## config.mk

```make
export PLATFORM = sky130hd
export DESIGN_NAME = sbbf_ctrl
export DESIGN_NICKNAME = d
export VERILOG_FILES = /design/src/hdl/sbbf_pkg.sv /design/src/hdl/sbbf_ctrl.sv
export SDC_FILE = /design/constraint.sdc
export NUM_CORES = 1
export LEC_CHECK = 0
export BUFFER_PORTS_ARGS = -buffer_cell sky130_fd_sc_hd__buf_2
export CAP_MARGIN = 0
export CORE_AREA = 2 2 39 41
export CTS_CLUSTER_SIZE = 10
export DETAILED_ROUTE_END_ITERATION = 7
export DIE_AREA = 0 0 41 43
export MAX_ROUTING_LAYER = met4
export SETUP_SLACK_MARGIN = 0.2
export SYNTH_ARGS = -nofsm -noshare
export SYNTH_HDL_FRONTEND = slang
export SYNTH_SLANG_ARGS = --single-unit
```

## constraint.sdc

```tcl
create_clock -name clk -period 1.8 [get_ports clk]
set_input_delay 0.27 -clock clk [delete_from_list [all_inputs] [get_ports clk]]
set_output_delay 0.27 -clock clk [all_outputs]
set_load 0.05 [all_outputs]
```

## src/hdl/sbbf_pkg.sv

```systemverilog
// ----------------------------------------------------------------------------
// sbbf_pkg
// Shared types and constants for the split-block Bloom filter.
// ----------------------------------------------------------------------------
`default_nettype none

package sbbf_pkg;

    // Block geometry
    localparam int WORDS_PER_BLOCK = 8;
    localparam int WORD_W          = 32;
    localparam int CFG_W           = 4;
    localparam int WIDX_W          = 13;
    localparam int HASH_W          = 64;
    localparam int SALT_SHIFT      = 27;

    typedef logic [WORDS_PER_BLOCK-1:0][WORD_W-1:0] block_t;

    // Per-word salt multipliers
    localparam logic [WORD_W-1:0] SALT [WORDS_PER_BLOCK] = '{
        32'h47b6137b, 32'h44974d91, 32'h8824ad5b, 32'ha2b7289d,
        32'h705495c7, 32'h2df1424b, 32'h9efc4947, 32'h5c6bfb31
    };

    // Request modes
    typedef enum logic [1:0] {
        MODE_INSERT = 2'd0,
        MODE_QUERY  = 2'd1,
        MODE_LOAD   = 2'd2,
        MODE_READ   = 2'd3
    } mode_t;

    // Controller states
    typedef enum logic [1:0] {
        S_CLEAR,
        S_IDLE,
        S_FETCH,
        S_UPDATE
    } state_t;

    // Controller to datapath commands
    typedef struct packed {
        logic clear_step;
        logic take_item;
        logic rd_block;
        logic commit;
    } sbbf_cmd_t;

    // Datapath to controller status
    typedef struct packed {
        logic clear_done;
    } sbbf_stat_t;

endpackage

`default_nettype wire

```

## src/hdl/sbbf_ctrl.sv

```systemverilog
// ----------------------------------------------------------------------------
// sbbf_ctrl
// Sequencer: clear sweep, request intake, block fetch and update.
// ----------------------------------------------------------------------------
`default_nettype none

module sbbf_ctrl import sbbf_pkg::*; (
    input  wire logic       clk,
    input  wire logic       rst_n,
    input  wire logic       req_valid,
    output      logic       req_ready,
    output      logic       rsp_valid,
    input  wire logic       rsp_ready,
    input  wire sbbf_stat_t stat,
    output      sbbf_cmd_t  cmd
);

    state_t state_reg, state_next;
    logic   out_valid_reg, out_valid_next;

    // State and response-valid registers
    always_ff @(posedge clk or negedge rst_n)
    begin
        if (!rst_n)
        begin
            state_reg     <= S_CLEAR;
            out_valid_reg <= 1'b0;
        end
        else
        begin
            state_reg     <= state_next;
            out_valid_reg <= out_valid_next;
        end
    end

    // Next state and commands
    always_comb
    begin
        state_next     = state_reg;
        out_valid_next = out_valid_reg;
        cmd            = '0;
        req_ready      = 1'b0;
        if (rsp_ready)
        begin
            out_valid_next = 1'b0;
        end
        unique case (state_reg)
            S_CLEAR:
            begin
                cmd.clear_step = 1'b1;
                if (stat.clear_done)
                begin
                    state_next = S_IDLE;
                end
            end
            S_IDLE:
            begin
                req_ready = 1'b1;
                if (req_valid)
                begin
                    cmd.take_item = 1'b1;
                    state_next    = S_FETCH;
                end
            end
            S_FETCH:
            begin
                cmd.rd_block = 1'b1;
                state_next   = S_UPDATE;
            end
            S_UPDATE:
            begin
                // wait for a free response slot before writing back
                if (!out_valid_reg || rsp_ready)
                begin
                    cmd.commit     = 1'b1;
                    out_valid_next = 1'b1;
                    state_next     = S_IDLE;
                end
            end
        endcase
    end

    assign rsp_valid = out_valid_reg;

endmodule

`default_nettype wire

```

==> reports/qor.csv <==
stage,metric,value,unit
global_routing,track_usage,6.886,%
final_layout,largest_register_ffs,2,
worst_setup_path,cp-start-kind,flop,
sta,slew_headroom,83.37,%
outcome,status,"complete, no violations",
worst_setup_path,crit_fanout,4,
detailed_routing,drt-total-wl,501,um
worst_setup_path,crit_path_start,state_reg[1],
clock_tree,insertion_delay,0.24,ns
placed_design,hpwlAfterDp,381.3,um
detailed_routing,drtPass1Iterations,1,
floorplanning,io_pins,11,
worst_setup_path,cp-end-kind,output pin,
sta,min_period,1.536,ns
sta,finClkSkew,0.006603,ns
clock_tree,cts_tree,yes,
global_routing,antenna_found_initial,0,
run,max-cap-violations,0,
logic_synthesis,syn_nets,30,
clock_tree,clock-sinks,3,
worst_setup_path,worstPathRequired,1.53,ns
sta,max_freq,651.0,MHz
hold_path,holdCritStartpoint,rsp_ready,
logic_synthesis,avgSynthCellArea,12.14,sq um
logic_synthesis,syn_inst,20,
worst_setup_path,critical_path.top_delay_family,flip-flops,
sta,setup_violations,0,
detailed_routing,drc,0,
detailed_routing,wl_per_cell,9.635,um
logic_synthesis,synth.distinct_cells,11,
global_routing,grt_max_degree,5,
sta,slew_violations,0,
worst_setup_path,critPathKind,flop to output pin,
global_routing,grt_pass1_wl,772,um
logic_synthesis,ys_seq_area_share,30.93,%
final_layout,diodes,0,
final_layout,fin_nets,47,
logic_synthesis,ys_warn_count,0,
detailed_routing,vias,188,
floorplanning,start_util,17.54,%
logic_synthesis,synth_seq_cells,3,
worst_setup_path,slowest_stage,dfrtp_1,
floorplanning,core,1384,sq um
placed_design,place_ws,0.3190,ns
sta,layout_setup_ws,0.2640,ns
worst_setup_path,crit_buf_inv,2,
placed_design,globalplace.congestion,0.6258,
sta,worst_pin_slew,0.2511,ns
global_routing,grt_pass1_vias,191,
floorplanning,die_h,43,um
global_routing,overflow,0,
floorplanning,fp.dieArea,1763,sq um
logic_synthesis,syn_area,242.7,sq um
detailed_routing,ant_nets,0,
worst_setup_path,crit_path_max_incr_delay,0.42,ns
clock_tree,cts_made_buffers,3,
sta,timing.final.crit_share,85.33,%
sta,rsz0062_at_grt,yes,
worst_setup_path,crit_chain,"inv_2, ha_2, and2_2, buf_6",
worst_setup_path,worst-endpoint-arrival,1.27,ns
detailed_routing,via_per_inst,3.615,
final_layout,final_common_cell,buf_2,
hold_path,holdCritPathClass,input pin to flop,
final_layout,drive_above_1_share,61.11,%
clock_tree,root_buffer,clkbuf_4,
worst_setup_path,rr_startpoint,state_reg[0],
clock_tree,clockBufferDepth,2,
sta,fin_hold_ws,0.3343,ns
clock_tree,htree_levels,1,
final_layout,most-common-layout-cells,"8 x buf_2, 4 x clkbuf_4, 3 x ha_1, 3 x dfrtp_1, 2 x clkinv_1",
detailed_routing,drt_iter0_drc,0,
sta,finalHoldViolCount,0,
sta,fin_setup_tns,0,ns
floorplanning,core.rowCount,14,
placed_design,io_buffers,10,
clock_tree,clk_pin_slew,0.04,ns
final_layout,area_growth,57.22,%
floorplanning,die_x,41,um
[final cells by class]
type | count | area, sq um
Fill cell | 148 | 1002
Multi-Input combinational cell | 13 | 168.9
Timing Repair Buffer | 12 | 76.32
Sequential cell | 3 | 75.07
Clock buffer | 4 | 26.28
Tap cell | 16 | 20.02
Inverter | 4 | 15.01
[Yosys cell counts]
master | n | area, sq um
and2_1 | 2 | 12.51
clkinv_1 | 2 | 7.510
dfrtp_1 | 3 | 75.07
ha_1 | 5 | 62.56
inv_1 | 2 | 7.510
mux2_4 | 1 | 15.01
mux2i_1 | 1 | 10.01
nand2_1 | 1 | 3.750
nand2b_2 | 1 | 8.760
nand2b_4 | 1 | 13.76
o221ai_4 | 1 | 26.28
[metrics by stage]
| step | utilization [%] | cells | area [sq um] |
|---|---|---|---|
| after detailed placement | 23.78 | 46 | 329.1 |
| final | 27.58 | 52 | 381.6 |
| after global routing | 27.58 | 52 | 381.6 |
| after floorplan | - | 20 | 259.0 |
| after global placement | 23.78 | 46 | 329.1 |
| after CTS | 26.58 | 51 | 367.9 |
[cells by family after synthesis]
| group | after synthesis | synth area share, % |
|---|---|---|
| mux | 2 | 10.31 |
| flops | 3 | 30.93 |
| buf+inv | 4 | 6.188 |
| simple gates | 5 | 15.98 |
| fa+ha+maj | 5 | 25.77 |
| compound gates | 1 | 10.83 |
[final timing paths]
path / to / slack [ns] / cells past startpoint
setup / recovery: cmd[2] / 0.26 / 4
hold / removal: rsp_valid / 0.33 / 3
setup reg to reg: state_reg[1] / 0.31 / 5
hold reg to reg: rsp_valid / 0.56 / 2
max in group asynchronous: state_reg[1] / 1.32 / 2
min in group asynchronous: rsp_valid / 0.36 / 2
[per-layer routing]
layer  up-vias  part of all wire (%)  global-route usage (%)
met5         -                     0                       -
met4         0                     0                   6.000
met3         0                    11                   1.571
met2        11                    41                   9.688
met1        82                    48                   7.692
li1         95                     -                       -
[worst reg2reg max path, stage by stage, from the launching register on]
cell      delay (ns)
dfrtp_1         0.42
inv_1           0.16
ha_4            0.15
clkinv_1        0.08
o221ai_4        0.23
mux2_4          0.32
[what timing repair did]
item,in CTS,in global routing
endpoints found under the setup margin,1,2
hold buffers,1,0
setup buffers,0,1
endpoints found under the hold margin,3,0
gates resized for setup,2,2
Power is left out: the tool's default activity adds up to more than one toggle a clock period on the data nets, which glitch-free logic cannot reach.
